==> src/hw/rtl/assert_macros.svh <==
// ------------------------------------------------------------------------
// assert_macros.svh
// Concurrent assertion helpers; they compile to nothing under SYNTHESIS.
// ------------------------------------------------------------------------
`ifndef ASSERT_MACROS_SVH
`define ASSERT_MACROS_SVH

`ifndef SYNTHESIS

// Expression must hold at every clock edge outside reset
`define ASSERT_ALWAYS(label, clk, rst_n, expr, msg) \
    label: assert property (@(posedge clk) disable iff (!(rst_n)) (expr)) \
        else $error(msg);

// Antecedent implies consequent in the same cycle
`define ASSERT_IMPLY(label, clk, rst_n, ante, cons, msg) \
    label: assert property (@(posedge clk) disable iff (!(rst_n)) (ante) |-> (cons)) \
        else $error(msg);

// Antecedent implies consequent in the next cycle
`define ASSERT_NEXT(label, clk, rst_n, ante, cons, msg) \
    label: assert property (@(posedge clk) disable iff (!(rst_n)) (ante) |=> (cons)) \
        else $error(msg);

`else

`define ASSERT_ALWAYS(label, clk, rst_n, expr, msg)
`define ASSERT_IMPLY(label, clk, rst_n, ante, cons, msg)
`define ASSERT_NEXT(label, clk, rst_n, ante, cons, msg)

`endif

`endif

==> src/hw/rtl/cfgtok_pkg.sv <==
// ------------------------------------------------------------------------
// cfgtok_pkg
// Shared types and constants of the configuration text tokenizer.
// ------------------------------------------------------------------------
`timescale 1ns / 1ps

package cfgtok_pkg;

    // Scanner states; error states carry their code
    typedef enum logic [3:0] {
        S_START    = 4'd0,
        S_COMM     = 4'd1,
        S_LINE     = 4'd2,
        S_MULTI    = 4'd3,
        S_MEND     = 4'd4,
        S_IDENT    = 4'd5,
        S_STR      = 4'd6,
        S_ESC      = 4'd7,
        S_HEX1     = 4'd8,
        S_HEX2     = 4'd9,
        S_ERR_CHAR = 4'd10,
        S_ERR_ESC  = 4'd11,
        S_ERR_HEX  = 4'd12
    } t_scan_state;

    typedef enum logic [1:0] {
        EV_TEXT  = 2'd0,
        EV_TOKEN = 2'd1,
        EV_ERROR = 2'd2,
        EV_END   = 2'd3
    } t_event;

    typedef enum logic [2:0] {
        KIND_IDENT  = 3'd0,
        KIND_EQUALS = 3'd1,
        KIND_STRING = 3'd2,
        KIND_SB_OPEN  = 3'd3,
        KIND_SB_CLOSE = 3'd4,
        KIND_COMMA    = 3'd5,
        KIND_BR_OPEN  = 3'd6,
        KIND_BR_CLOSE = 3'd7
    } t_kind;

    typedef enum logic [1:0] {
        ERR_CHAR = 2'd0,
        ERR_ESC  = 2'd1,
        ERR_HEX  = 2'd2,
        ERR_END  = 2'd3
    } t_err;

    // One result item as queued toward the output
    typedef struct packed {
        t_event      ev;
        t_kind       kind;
        logic [7:0]  data;
        t_err        err;
        logic [15:0] line;
        logic [15:0] col;
        logic        last;
    } t_result;

    // Up to two results caused by one character
    typedef struct packed {
        logic [1:0] count;
        t_result    r0;
        t_result    r1;
    } t_scan_out;

    // Result queue depth
    localparam int RES_DEPTH = 4;

    // Character codes
    localparam logic [7:0] CH_TAB    = 8'h09;
    localparam logic [7:0] CH_LF     = 8'h0A;
    localparam logic [7:0] CH_CR     = 8'h0D;
    localparam logic [7:0] CH_SPACE  = 8'h20;
    localparam logic [7:0] CH_QUOTE  = 8'h22;
    localparam logic [7:0] CH_STAR   = 8'h2A;
    localparam logic [7:0] CH_COMMA  = 8'h2C;
    localparam logic [7:0] CH_DASH   = 8'h2D;
    localparam logic [7:0] CH_SLASH  = 8'h2F;
    localparam logic [7:0] CH_ZERO   = 8'h30;
    localparam logic [7:0] CH_EQUALS = 8'h3D;
    localparam logic [7:0] CH_SB_OPEN  = 8'h5B;
    localparam logic [7:0] CH_BSLASH   = 8'h5C;
    localparam logic [7:0] CH_SB_CLOSE = 8'h5D;
    localparam logic [7:0] CH_UNDER  = 8'h5F;
    localparam logic [7:0] CH_LOW_N  = 8'h6E;
    localparam logic [7:0] CH_LOW_R  = 8'h72;
    localparam logic [7:0] CH_LOW_T  = 8'h74;
    localparam logic [7:0] CH_LOW_X  = 8'h78;
    localparam logic [7:0] CH_BR_OPEN  = 8'h7B;
    localparam logic [7:0] CH_BR_CLOSE = 8'h7D;

endpackage

==> src/hw/rtl/cfgtok_scan.sv <==
// ------------------------------------------------------------------------
// cfgtok_scan
// Lexer state machine with line/column counters; turns one character
// into zero, one or two results in the cycle it is accepted.
// ------------------------------------------------------------------------
`timescale 1ns / 1ps
`include "assert_macros.svh"

module cfgtok_scan #(
    parameter int POS_WIDTH = 16
) (
    input  logic                  i_clk,
    input  logic                  i_rst_n,
    input  logic                  i_accept,
    input  logic [7:0]            i_char,
    input  logic                  i_eoi,
    output cfgtok_pkg::t_scan_out o_scan
);
    import cfgtok_pkg::*;

    localparam int EXT_W = (POS_WIDTH > 16) ? POS_WIDTH : 16;

    // Token information before position is attached
    typedef struct packed {
        logic       has;
        t_event     ev;
        t_kind      kind;
        logic [7:0] data;
        t_err       err;
    } t_tok;

    function automatic logic is_alpha(input logic [7:0] c);
        return (c >= 8'h41 && c <= 8'h5A) || (c >= 8'h61 && c <= 8'h7A);
    endfunction

    function automatic logic is_digit(input logic [7:0] c);
        return (c >= 8'h30 && c <= 8'h39);
    endfunction

    // {valid, nibble}
    function automatic logic [4:0] hex_val(input logic [7:0] c);
        logic [4:0] v;
        v = '0;
        if (is_digit(c))
            v = {1'b1, c[3:0]};
        else if ((c >= 8'h61 && c <= 8'h66) || (c >= 8'h41 && c <= 8'h46))
            v = {1'b1, 4'(c[3:0] + 4'd9)};
        return v;
    endfunction

    function automatic logic is_ident(input logic [7:0] c);
        return is_alpha(c) || is_digit(c) || c == CH_DASH || c == CH_UNDER;
    endfunction

    // Next state for a character seen in the start state
    function automatic t_scan_state start_next(input logic [7:0] c);
        t_scan_state s;
        case (c)
            CH_SPACE, CH_TAB, CH_CR, CH_LF,
            CH_EQUALS, CH_SB_OPEN, CH_SB_CLOSE,
            CH_COMMA, CH_BR_OPEN, CH_BR_CLOSE: s = S_START;
            CH_SLASH: s = S_COMM;
            CH_QUOTE: s = S_STR;
            default:  s = is_alpha(c) ? S_IDENT : S_ERR_CHAR;
        endcase
        return s;
    endfunction

    // Result for a character seen in the start state
    function automatic t_tok start_tok(input logic [7:0] c);
        t_tok t;
        t = '0;
        case (c)
            CH_SPACE, CH_TAB, CH_CR, CH_LF, CH_SLASH, CH_QUOTE: t.has = 1'b0;
            CH_EQUALS:   begin t.has = 1'b1; t.ev = EV_TOKEN; t.kind = KIND_EQUALS; end
            CH_SB_OPEN:  begin t.has = 1'b1; t.ev = EV_TOKEN; t.kind = KIND_SB_OPEN; end
            CH_SB_CLOSE: begin t.has = 1'b1; t.ev = EV_TOKEN; t.kind = KIND_SB_CLOSE; end
            CH_COMMA:    begin t.has = 1'b1; t.ev = EV_TOKEN; t.kind = KIND_COMMA; end
            CH_BR_OPEN:  begin t.has = 1'b1; t.ev = EV_TOKEN; t.kind = KIND_BR_OPEN; end
            CH_BR_CLOSE: begin t.has = 1'b1; t.ev = EV_TOKEN; t.kind = KIND_BR_CLOSE; end
            default: begin
                t.has = 1'b1;
                if (is_alpha(c)) begin
                    t.ev   = EV_TEXT;
                    t.data = c;
                end else begin
                    t.ev  = EV_ERROR;
                    t.err = ERR_CHAR;
                end
            end
        endcase
        return t;
    endfunction

    t_scan_state            r_state, n_state;
    logic [3:0]             r_hex, n_hex;
    logic [POS_WIDTH-1:0]   r_line, n_line;
    logic [POS_WIDTH-1:0]   r_col, n_col;

    logic        w_err_state;
    logic [4:0]  w_hex;
    t_tok        w_start_tok;
    t_tok        w_tok0, w_tok1;
    logic [EXT_W-1:0] w_line_ext, w_col_ext;

    assign w_err_state = (r_state == S_ERR_CHAR) || (r_state == S_ERR_ESC)
                      || (r_state == S_ERR_HEX);
    assign w_hex       = hex_val(i_char);
    assign w_start_tok = start_tok(i_char);
    assign w_line_ext  = EXT_W'(r_line);
    assign w_col_ext   = EXT_W'(r_col);

    // Next state
    always_comb begin
        n_state = r_state;
        n_hex   = r_hex;
        if (i_eoi) begin
            n_state = S_START;
            n_hex   = '0;
        end else begin
            case (r_state)
                S_START: n_state = start_next(i_char);
                S_COMM: begin
                    if (i_char == CH_SLASH)     n_state = S_LINE;
                    else if (i_char == CH_STAR) n_state = S_MULTI;
                    else                        n_state = S_ERR_CHAR;
                end
                S_LINE:  if (i_char == CH_LF) n_state = S_START;
                S_MULTI: if (i_char == CH_STAR) n_state = S_MEND;
                S_MEND: begin
                    if (i_char == CH_SLASH)      n_state = S_START;
                    else if (i_char != CH_STAR)  n_state = S_MULTI;
                end
                S_IDENT: if (!is_ident(i_char)) n_state = start_next(i_char);
                S_STR: begin
                    if (i_char == CH_QUOTE)       n_state = S_START;
                    else if (i_char == CH_BSLASH) n_state = S_ESC;
                end
                S_ESC: begin
                    case (i_char)
                        CH_QUOTE, CH_BSLASH, CH_LOW_N, CH_LOW_T, CH_LOW_R, CH_ZERO:
                            n_state = S_STR;
                        CH_LOW_X: n_state = S_HEX1;
                        default:  n_state = S_ERR_ESC;
                    endcase
                end
                S_HEX1: begin
                    if (w_hex[4]) begin
                        n_state = S_HEX2;
                        n_hex   = w_hex[3:0];
                    end else begin
                        n_state = S_ERR_HEX;
                    end
                end
                S_HEX2:  n_state = w_hex[4] ? S_STR : S_ERR_HEX;
                S_ERR_CHAR, S_ERR_ESC, S_ERR_HEX: n_state = r_state;
                default: n_state = S_ERR_CHAR;
            endcase
        end
    end

    // Position counters; frozen while an error is held
    always_comb begin
        n_line = r_line;
        n_col  = r_col;
        if (i_eoi) begin
            n_line = POS_WIDTH'(1);
            n_col  = POS_WIDTH'(1);
        end else if (!w_err_state) begin
            if (i_char == CH_LF) begin
                if (r_line != '1) n_line = r_line + POS_WIDTH'(1);
                n_col = POS_WIDTH'(1);
            end else if (r_col != '1) begin
                n_col = r_col + POS_WIDTH'(1);
            end
        end
    end

    // Results of the current character
    always_comb begin
        w_tok0 = '0;
        w_tok1 = '0;
        if (i_eoi) begin
            w_tok0.has = 1'b1;
            w_tok0.ev  = EV_ERROR;
            case (r_state)
                S_START:    w_tok0.ev  = EV_END;
                S_ERR_CHAR: w_tok0.err = ERR_CHAR;
                S_ERR_ESC:  w_tok0.err = ERR_ESC;
                S_ERR_HEX:  w_tok0.err = ERR_HEX;
                default:    w_tok0.err = ERR_END;
            endcase
        end else begin
            case (r_state)
                S_START: w_tok0 = w_start_tok;
                S_COMM: begin
                    if (i_char != CH_SLASH && i_char != CH_STAR) begin
                        w_tok0.has = 1'b1;
                        w_tok0.ev  = EV_ERROR;
                        w_tok0.err = ERR_CHAR;
                    end
                end
                S_IDENT: begin
                    w_tok0.has = 1'b1;
                    if (is_ident(i_char)) begin
                        w_tok0.ev   = EV_TEXT;
                        w_tok0.data = i_char;
                    end else begin
                        // identifier closes, terminator rescanned from start
                        w_tok0.ev   = EV_TOKEN;
                        w_tok0.kind = KIND_IDENT;
                        w_tok1      = w_start_tok;
                    end
                end
                S_STR: begin
                    if (i_char == CH_QUOTE) begin
                        w_tok0.has  = 1'b1;
                        w_tok0.ev   = EV_TOKEN;
                        w_tok0.kind = KIND_STRING;
                    end else if (i_char != CH_BSLASH) begin
                        w_tok0.has  = 1'b1;
                        w_tok0.ev   = EV_TEXT;
                        w_tok0.data = i_char;
                    end
                end
                S_ESC: begin
                    w_tok0.has = 1'b1;
                    w_tok0.ev  = EV_TEXT;
                    case (i_char)
                        CH_QUOTE:  w_tok0.data = CH_QUOTE;
                        CH_BSLASH: w_tok0.data = CH_BSLASH;
                        CH_LOW_N:  w_tok0.data = CH_LF;
                        CH_LOW_T:  w_tok0.data = CH_TAB;
                        CH_LOW_R:  w_tok0.data = CH_CR;
                        CH_ZERO:   w_tok0.data = '0;
                        CH_LOW_X:  w_tok0.has  = 1'b0;
                        default: begin
                            w_tok0.ev  = EV_ERROR;
                            w_tok0.err = ERR_ESC;
                        end
                    endcase
                end
                S_HEX1: begin
                    if (!w_hex[4]) begin
                        w_tok0.has = 1'b1;
                        w_tok0.ev  = EV_ERROR;
                        w_tok0.err = ERR_HEX;
                    end
                end
                S_HEX2: begin
                    w_tok0.has = 1'b1;
                    if (w_hex[4]) begin
                        w_tok0.ev   = EV_TEXT;
                        w_tok0.data = {r_hex, w_hex[3:0]};
                    end else begin
                        w_tok0.ev  = EV_ERROR;
                        w_tok0.err = ERR_HEX;
                    end
                end
                default: w_tok0 = '0;
            endcase
        end
    end

    // Pack results with position and run marker
    always_comb begin
        o_scan = '0;
        o_scan.r0.ev   = w_tok0.ev;
        o_scan.r0.kind = w_tok0.kind;
        o_scan.r0.data = w_tok0.data;
        o_scan.r0.err  = w_tok0.err;
        o_scan.r0.line = w_line_ext[15:0];
        o_scan.r0.col  = w_col_ext[15:0];
        o_scan.r1.ev   = w_tok1.ev;
        o_scan.r1.kind = w_tok1.kind;
        o_scan.r1.data = w_tok1.data;
        o_scan.r1.err  = w_tok1.err;
        o_scan.r1.line = w_line_ext[15:0];
        o_scan.r1.col  = w_col_ext[15:0];
        o_scan.r1.last = 1'b1;
        if (i_accept) begin
            if (w_tok1.has) begin
                o_scan.count = 2'd2;
            end else if (w_tok0.has) begin
                o_scan.count   = 2'd1;
                o_scan.r0.last = 1'b1;
            end
        end
    end

    always_ff @(posedge i_clk) begin
        if (!i_rst_n) begin
            r_state <= S_START;
            r_hex   <= '0;
            r_line  <= POS_WIDTH'(1);
            r_col   <= POS_WIDTH'(1);
        end else if (i_accept) begin
            r_state <= n_state;
            r_hex   <= n_hex;
            r_line  <= n_line;
            r_col   <= n_col;
        end
    end

    // A held error stays silent until end of input
    `ASSERT_IMPLY(a_err_silent, i_clk, i_rst_n, i_accept && !i_eoi && w_err_state,
        o_scan.count == 2'd0, "result produced in error state")
    // Two results only when an identifier closes
    `ASSERT_IMPLY(a_two_from_ident, i_clk, i_rst_n, o_scan.count == 2'd2,
        r_state == S_IDENT && !i_eoi, "two results outside identifier")
    // End of input always yields exactly one result and returns to start
    `ASSERT_NEXT(a_end_resets, i_clk, i_rst_n, i_accept && i_eoi,
        r_state == S_START && r_line == POS_WIDTH'(1), "end did not reset scanner")

endmodule

==> src/hw/rtl/cfgtok_queue.sv <==
// ------------------------------------------------------------------------
// cfgtok_queue
// Result queue: takes up to two results per cycle, hands out one on pop.
// ------------------------------------------------------------------------
`timescale 1ns / 1ps
`include "assert_macros.svh"

module cfgtok_queue (
    input  logic                  i_clk,
    input  logic                  i_rst_n,
    input  cfgtok_pkg::t_scan_out i_push,
    input  logic                  i_pop,
    output logic                  o_valid,
    output logic                  o_room_low,
    output cfgtok_pkg::t_result   o_head
);
    import cfgtok_pkg::*;

    localparam int PTR_W = $clog2(RES_DEPTH);
    localparam int CNT_W = $clog2(RES_DEPTH + 1);

    t_result            r_mem [RES_DEPTH];
    logic [PTR_W-1:0]   r_wptr, n_wptr;
    logic [PTR_W-1:0]   r_rptr, n_rptr;
    logic [CNT_W-1:0]   r_count, n_count;
    logic               w_pop;

    assign w_pop      = i_pop && (r_count != '0);
    assign o_valid    = (r_count != '0);
    assign o_room_low = (r_count > CNT_W'(RES_DEPTH - 2));
    assign o_head     = r_mem[r_rptr];

    // Pointer and level update
    always_comb begin
        n_wptr  = r_wptr + PTR_W'(i_push.count);
        n_rptr  = r_rptr + PTR_W'(w_pop);
        n_count = r_count + CNT_W'(i_push.count) - CNT_W'(w_pop);
    end

    always_ff @(posedge i_clk) begin
        if (!i_rst_n) begin
            r_wptr  <= '0;
            r_rptr  <= '0;
            r_count <= '0;
        end else begin
            r_wptr  <= n_wptr;
            r_rptr  <= n_rptr;
            r_count <= n_count;
        end
    end

    // Storage writes; second result lands right behind the first
    always_ff @(posedge i_clk) begin
        if (i_push.count != 2'd0) r_mem[r_wptr] <= i_push.r0;
        if (i_push.count == 2'd2) r_mem[PTR_W'(r_wptr + PTR_W'(1))] <= i_push.r1;
    end

    `ASSERT_ALWAYS(a_level_bound, i_clk, i_rst_n, r_count <= CNT_W'(RES_DEPTH),
        "queue level above depth")
    `ASSERT_ALWAYS(a_no_overflow, i_clk, i_rst_n,
        (CNT_W+1)'(r_count) + (CNT_W+1)'(i_push.count) <= (CNT_W+1)'(RES_DEPTH),
        "push into full queue")
    `ASSERT_IMPLY(a_ptr_gap, i_clk, i_rst_n, r_count != CNT_W'(RES_DEPTH),
        PTR_W'(r_wptr - r_rptr) == PTR_W'(r_count), "pointers disagree with level")

endmodule

==> src/hw/rtl/config_text_tokenizer.sv <==
// ------------------------------------------------------------------------
// config_text_tokenizer
// Streaming lexer for configuration text, one character per transfer.
// ------------------------------------------------------------------------
// Results are registered in the queue before being offered. Throughput:
// one character per cycle when not stalled; a character closing an identifier
// yields two results, which leave at one per cycle when not stalled, from a
// four-entry result queue that stalls the input when under two slots.
// Reset (synchronous): scanner to start, line and column to one, queue empty.
`timescale 1ns / 1ps

module config_text_tokenizer #(
    parameter int POS_WIDTH = 16
) (
    input  logic        i_clk,
    input  logic        i_rst_n,
    input  logic        i_in_valid,
    output logic        o_in_stall,
    input  logic [7:0]  i_in_char,
    input  logic        i_end_of_input,
    output logic        o_out_valid,
    input  logic        i_out_stall,
    output logic [1:0]  o_event_res,
    output logic [2:0]  o_token_kind,
    output logic [7:0]  o_text_byte,
    output logic [1:0]  o_error_code,
    output logic [15:0] o_line_no,
    output logic [15:0] o_col_no,
    output logic        o_last_of_run
);
    import cfgtok_pkg::*;

    logic      w_accept;
    logic      w_room_low;
    t_scan_out w_scan;
    t_result   w_head;

    assign o_in_stall = w_room_low;
    assign w_accept   = i_in_valid && !w_room_low;

    // Lexer state machine
    cfgtok_scan #(
        .POS_WIDTH (POS_WIDTH)
    ) u_scan (
        .i_clk    (i_clk),
        .i_rst_n  (i_rst_n),
        .i_accept (w_accept),
        .i_char   (i_in_char),
        .i_eoi    (i_end_of_input),
        .o_scan   (w_scan)
    );

    // Result queue
    cfgtok_queue u_queue (
        .i_clk      (i_clk),
        .i_rst_n    (i_rst_n),
        .i_push     (w_scan),
        .i_pop      (!i_out_stall),
        .o_valid    (o_out_valid),
        .o_room_low (w_room_low),
        .o_head     (w_head)
    );

    // Output fields
    assign o_event_res   = w_head.ev;
    assign o_token_kind  = w_head.kind;
    assign o_text_byte   = w_head.data;
    assign o_error_code  = w_head.err;
    assign o_line_no     = w_head.line;
    assign o_col_no      = w_head.col;
    assign o_last_of_run = w_head.last;

endmodule
==> config.mk <==
export PLATFORM = sky130hd
export DESIGN_NAME = config_text_tokenizer
export DESIGN_NICKNAME = d
export VERILOG_FILES = /design/src/hw/rtl/cfgtok_pkg.sv /design/src/hw/rtl/cfgtok_scan.sv /design/src/hw/rtl/cfgtok_queue.sv /design/src/hw/rtl/config_text_tokenizer.sv
export VERILOG_INCLUDE_DIRS = /design/src /design/src/hw/rtl
export SDC_FILE = /design/constraint.sdc
export NUM_CORES = 1
export LEC_CHECK = 0
export ABC_AREA = 1
export ABC_CLOCK_PERIOD_IN_PS = 3600
export BUFFER_PORTS_ARGS = -buffer_cell sky130_fd_sc_hd__buf_2
export CAP_MARGIN = 20
export CORE_AREA = 2 2 173 124
export DETAILED_ROUTE_END_ITERATION = 16
export DIE_AREA = 0 0 175 126
export MAX_ROUTING_LAYER = met4
export PLACE_DENSITY = 0.83
export SYNTH_ARGS = -nofsm -noshare
export SYNTH_HDL_FRONTEND = slang
export SYNTH_SLANG_ARGS = --single-unit
export TNS_END_PERCENT = 100
==> constraint.sdc <==
create_clock -name i_clk -period 3.6 [get_ports i_clk]
set_input_delay 0.18 -clock i_clk [delete_from_list [all_inputs] [get_ports i_clk]]
set_output_delay 0.18 -clock i_clk [all_outputs]
set_load 0.005 [all_outputs]
==> results.md, run 1 <==
- Number of distinct library cells after synthesis: 45
- Vias in the first global route: 9839
- Post-CTS Resized: 0
- Io pins: 63
- Non-Filler Instances: 1781
- Maximum vdd ir drop: 0.000441 V
- CP peak stage delay: 460 ps
- First-pass GRT wire length: 52700 microns
- Clk slew on worst S/H paths: 60 ps
- Setup violators final: 0
- Root buffer cell: clkbuf_16
- Fin Hold WS: 28.0 ps
- Post-synth top area share: 0.433
- Min cycle time layout: 3070 ps
- CP most frequent cell: inv_1
- Post-Syn Nets: 1467
- # clock sinks: 239
- Initial antenna violation count: 0
- Rows: 44
- Crit path required time: 3970 ps
- GR peak layer: met1
- Place WS: 455 ps
- Layout net count: 1513
- Worst setup path category: flop to flop
- DR iter-0 viols: 1487
- TritonCTS clock tree: built
- Met2 Track Usage GR: 0.438
- Dpl cells: 1739
- Total wire length: 33400 microns
- Worst slew pin tran: 1010 ps
- Htree depth: 1
- Max cap viols: 0
- Max-slew violations: 0
- Die Wd: 175 microns
- Initial Util: 0.611
- Ant. Diodes: 0
- YS warnings: 0
- Post-Synthesis Cells: 1442
- Top-count cell post-synth: nor2_1
- Critical path fanouts, max: 8
- Min-delay worst type: input pin to flop
- HPWL Detailed: 22200 microns
- Die ar.: 22100 sq um
- Total track usage: 0.311
- Largest net degree at the start of global routing: 96
- Mapped Area: 12500 sq um
- Clk buf depth: 3
- Layout cell share with drive strength beyond 1: 0.150
- Post-synth ARST share: 0
- DRC: 0
- Via Count: 10800
- Detail Route Antenna Nets: 0
- Crit path DAT: 3440 ps
- CTS Hold Bufs: 0
- RSZ-0062 raised after global routing: false
- Vias per cell: 6.05
- Buffers on Ports: 62
- Drt pass-1 iters: 6
- Clock skew: 24.9 ps
- Peak Freq: 326 MHz
- Post-CTS setup buffer count: 0
- Clock Latency Late Sink: 530 ps
- Post-synth EDFFs: 180
- Met1 Use GR: 0.465
- Startpoint Class: flop
- PwrDens: 639 nW/um^2
- Multi-input gate area: 4970 sq um
- Critical path capture point type: flop
- Setup TNS: 0 ps
- Worst slew margin: 0.328
- Fill cell count: 1574
- Routed WL per cell: 18.8 microns
- Met3 Usage GRT: 0.0649
- Core area: 20400 sq um
- Area delta synth->final: 10.4%
- Gr ovfl total: 0
- Final Cycle Share: 0.852
- Setup WS post-layout: 534 ps
- Area leader, netlist: edfxtp_1
- TritonCTS buffer count: 23
- Leak Pwr: 5.26 nW
- Die Ht: 126 microns
- Ys flop type: edfxtp_1
- Slowest-stage cell, CP: nor2_1
- Register area share after synthesis: 0.528
- Synth top area cells: edfxtp_1, dfxtp_1, nor2_1
- Crit-path cells: inv_1 -> nor2_1 -> inv_1 -> nor2_1 -> inv_1 -> nand2_1 -> nand2_1 -> nand3_2 -> nand3_2 -> ha_1 -> inv_1 -> ha_1 -> inv_1 -> fa_1 -> xor2_1 -> inv_1 -> nor2_1
- Synth Register Bits: 239
- Commonest cells in the netlist: nor2_1, nand2_1, edfxtp_1
- Final hold vios: 0
- Syn Area/Cell: 8.65 sq um
- GPL Wtd Cong: 1.04
- Reg area: 6590 sq um
- Status: finished clean
layer usage:
layer  vias to the layer above  wire length (microns)
met4                         0                    545
met2                       710                  14200
met1                      5008                  14300
met3                        51                   4290
li1                       5004                      -
met5                         -                      0
cell type report:
type	count	share of cell area
inverters	150	0.0412
multi-input cells	983	0.361
clock inverters	11	0.00681
flip-flops and latches	239	0.478
clock buffers	31	0.0469
repair buffers	91	0.0410
well taps	276	0.0251
power breakdown:
group | leakage, nW | switching, mW | internal, mW
clock | 0.365 | 1.03 | 1.34
combinational | 2.82 | 1.93 | 0.897
sequential | 2.07 | 0.160 | 3.45
critical path: cells and delay by family (launching register included):
family	cells	cell delay, ps
AND/OR/NAND/NOR	7	1030
buffers and inverters	6	510
XOR/XNOR	1	180
adder cells (fa/ha/maj)	3	830
flip-flops	1	390
sequential cells by signal, summed over array words and instances, names as in the netlist:
signal / count
u_scan.r_col: 16
u_queue.r_mem: 192
u_queue.r_rptr: 2
u_scan.r_hex: 4
u_scan.r_state: 4
u_scan.r_line: 16
u_queue.r_count: 3
u_queue.r_wptr: 2
cell usage in the layout, fill, tap and decap left out, drive strengths merged:
cell	count
xor2	10
nor4	1
edfxtp	180
clkinv	9
a21oi	114
nand4	27
fa	1
dfxtp	59
a31oi	3
ha	11
a22oi	1
clkbuf	31
o22ai	49
nor2	288
buf	91
o211ai	4
clkinvlp	1
nand2	213
a211oi	4
a311oi	1
inv	150
o211a	1
o2111ai	1
o21ai	150
and3	1
bufinv	1
nand3	71
xnor2	2
nor3	24
o21bai	2
o21a	4
worst paths after layout:
path	depth (start not counted)	slack (ps)	startpoint	to
setup / recovery	17	530	u_scan.r_state[3]	u_queue.r_count[2]
hold / removal	2	30	i_rst_n	u_scan.r_line[0]
setup reg to reg	17	530	u_scan.r_state[3]	u_queue.r_count[2]
hold reg to reg	2	480	u_queue.r_mem[1][0]	u_queue.r_mem[1][0]
stage by stage:
stage | total power [mW] | util | cell area [sq um]
after floorplan | 5.40 | - | 12500
after global placement | 6.37 | 0.638 | 13000
after detailed placement | 6.43 | 0.638 | 13000
after CTS | 8.77 | 0.675 | 13800
after global routing | 9.22 | 0.675 | 13800
final | 8.80 | 0.675 | 13800
logic make-up after synthesis:
group	after synthesis	share of synthesized area
compound gates	334	0.149
xor+xnor	12	0.00842
fa+ha+maj	12	0.0126
buf+inv	220	0.0741
flops	239	0.528
simple gates	625	0.228
Note: power is estimated with default switching activity, not from simulation.
==> run 2, diff against run 1 <==
--- a/config.mk
+++ b/config.mk
@@ -6,15 +6,15 @@
 export SDC_FILE = /design/constraint.sdc
 export NUM_CORES = 1
 export LEC_CHECK = 0
-export ABC_AREA = 1
 export ABC_CLOCK_PERIOD_IN_PS = 3600
 export BUFFER_PORTS_ARGS = -buffer_cell sky130_fd_sc_hd__buf_2
 export CAP_MARGIN = 20
-export CORE_AREA = 2 2 173 124
+export CORE_AREA = 2 2 144 146
 export DETAILED_ROUTE_END_ITERATION = 16
-export DIE_AREA = 0 0 175 126
+export DIE_AREA = 0 0 146 148
+export GPL_TIMING_DRIVEN = 0
 export MAX_ROUTING_LAYER = met4
-export PLACE_DENSITY = 0.83
+export PLACE_DENSITY = 0.82
 export SYNTH_ARGS = -nofsm -noshare
 export SYNTH_HDL_FRONTEND = slang
 export SYNTH_SLANG_ARGS = --single-unit
==> results.md, run 2 <==
- Crit path required time: 4010 ps
- Min-delay worst type: input pin to flop
- Layout net count: 1124
- Worst slew pin tran: 1030 ps
- Critical path capture point type: flop
- Simple-gate area share of the yosys netlist: 0.191
- Layout cell share with drive strength beyond 1: 0.182
- Die Wd: 146 microns
- TritonCTS buffer count: 25
- Die ar.: 21600 sq um
- Clock Latency Late Sink: 520 ps
- Compound-gate portion of the synthesized area: 0.105
- Root buffer cell: clkbuf_16
- YS warnings: 0
- Worst setup path category: flop to flop
- Total track usage: 0.295
- Clk buf depth: 3
- Buffers on Ports: 60
- Vias per cell: 6.43
- Status: finished clean
- Most frequent cells in the layout: edfxtp_1, and2_1, buf_2, nor2_1, dfxtp_1
- Min cycle time layout: 3520 ps
- Synth Register Bits: 239
- CTS Hold Bufs: 0
- Area delta synth->final: 12.8%
- Proportion of synthesized area in mux cells: 0.0951
- Largest net degree at the start of global routing: 55
- HPWL Detailed: 20900 microns
- Die Ht: 148 microns
- GPL Wtd Cong: 1.00
- FF-to-FF path depth: 14
- Drt pass-1 iters: 6
- Overall Power: 8.06 mW
- Post-synth EDFFs: 180
- XOR/XNOR Fraction of Synth Area: 0.0251
- Largest regs: u_queue.r_mem x192, u_scan.r_col x16, u_scan.r_line x16
- Leak Pwr: 4.79 nW
- DP Area: 12900 sq um
- Largest family of logic cells by synthesized area: simple AND/OR/NAND/NOR gates
- Maximum vdd ir drop: 0.000414 V
- Most flops, register: u_queue.r_mem
- Total wire length: 30800 microns
- Mapped Area: 12200 sq um
- Post-synth top area share: 0.443
- Htree depth: 1
- Gr ovfl total: 0
- # clock sinks: 239
- Syn Area/Cell: 12.1 sq um
- Post-Synth Adder-Cell Area: 0.0129
- Peak Freq: 284 MHz
- Ant. Diodes: 0
- DR iter-0 viols: 948
- Register area share after synthesis: 0.540
- Core Util, Final: 0.687
- Setup violators final: 0
- Via Count: 8929
- RSZ-0062 raised after global routing: true
- Critical path fanouts, max: 10
- Initial antenna violation count: 0
- Routed WL per cell: 22.2 microns
- Startpoint Class: flop
- Crit path DAT: 3930 ps
- Synth top area cells: edfxtp_1, dfxtp_1, mux4_2
- Max cap viols: 0
- Final Cycle Share: 0.977
- Final hold vios: 0
- Initial Util: 0.609
- Post-Synthesis Cells: 1008
- Detail Route Antenna Nets: 0
- Rows: 52
- TritonCTS clock tree: built
- Setup WS post-layout: 83.5 ps
- Post-Syn Nets: 1033
- PwrDens: 585 nW/um^2
- Top-count cell post-synth: edfxtp_1
- Commonest non-fill, non-tap cell in the layout: edfxtp_1
- Final Cell Area: 13800 sq um
- Ys flop type: edfxtp_1
- Commonest cells in the netlist: edfxtp_1, and2_1, nor2_1
- Worst hold stages: 4
- Place WS: -832 ps
- Clock skew: 15.6 ps
- Io pins: 63
- Post-synth ARST share: 0
- Number of distinct library cells after synthesis: 78
- First-pass GRT wire length: 48200 microns
- Max-slew violations: 0
- Max reg flops: 192
- Core area: 20000 sq um
- Area leader, netlist: edfxtp_1
- Clk slew on worst S/H paths: 60 ps
- Worst slew margin: 0.316
- DRC: 0
- Vias in the first global route: 8660
[run 2: cells by family after synthesis]
kind of cell | count (synthesis)
and+or+nand+nor | 401
xor gates and xnor gates | 35
AOI/OAI and AO/OA | 184
DFF | 239
muxes | 56
adders and majority gates | 12
buffers and inverters | 81
[run 2: power breakdown]
group	internal (mW)	switching, mW
combinational	0.921	1.18
sequential	3.30	0.125
clock	1.47	1.07
[run 2: worst paths after layout]
check | start | end | slack, ps
hold / removal | i_out_stall | u_queue.r_rptr[0] | 200
setup reg to reg | u_scan.r_state[1] | u_queue.r_count[2] | 80
setup / recovery | u_scan.r_state[1] | u_queue.r_count[2] | 80
hold reg to reg | u_queue.r_mem[3][34] | u_queue.r_mem[3][34] | 490
[run 2: metrics by stage]
stage	cells	hold slack (ps)	TNS [ps]
detailed placement	1339	476	-100860
floorplan	1008	446	0
global route	1388	198	-755
finish	1388	199	0
CTS	1386	185	0
global placement	1338	458	-116270
[run 2: metal layers]
layer,track usage,share of wire
met5,-,0
met1,0.398,0.41
met4,0.0898,0.028
met2,0.479,0.49
met3,0.0324,0.078
[run 2: layout make-up]
| class | count | area (sq um) |
|---|---|---|
| fillers | 1466 | 6260 |
| inverters | 17 | 63.8 |
| well taps | 270 | 338 |
| repair buffers | 64 | 350 |
| flip-flops and latches | 239 | 6590 |
| clock buffers | 33 | 676 |
| clock inverters | 13 | 131 |
| plain buffers | 64 | 335 |
| multi-input cells | 688 | 5290 |
[run 2: timing repair]
| action | in CTS | in global routing |
|---|---|---|
| cloned | 0 | 0 |
| gates resized for setup | 10 | 10 |
| hold endpoints to repair | 0 | 0 |
| pin swaps | 1 | 1 |
| buffers inserted | 1 | 0 |
| setup endpoints to repair | 27 | 77 |
[run 2: worst max-delay path, stage by stage, from the launching register on]
cell	delay, ps
dfxtp_1	400
clkbuf_2	270
nor4bb_4	450
o21ai_0	250
nand3_1	210
o31ai_2	140
or2_2	330
ha_1	300
inv_1	60
ha_1	140
inv_1	50
fa_1	370
xor2_1	160
xnor2_1	120
and2_1	150
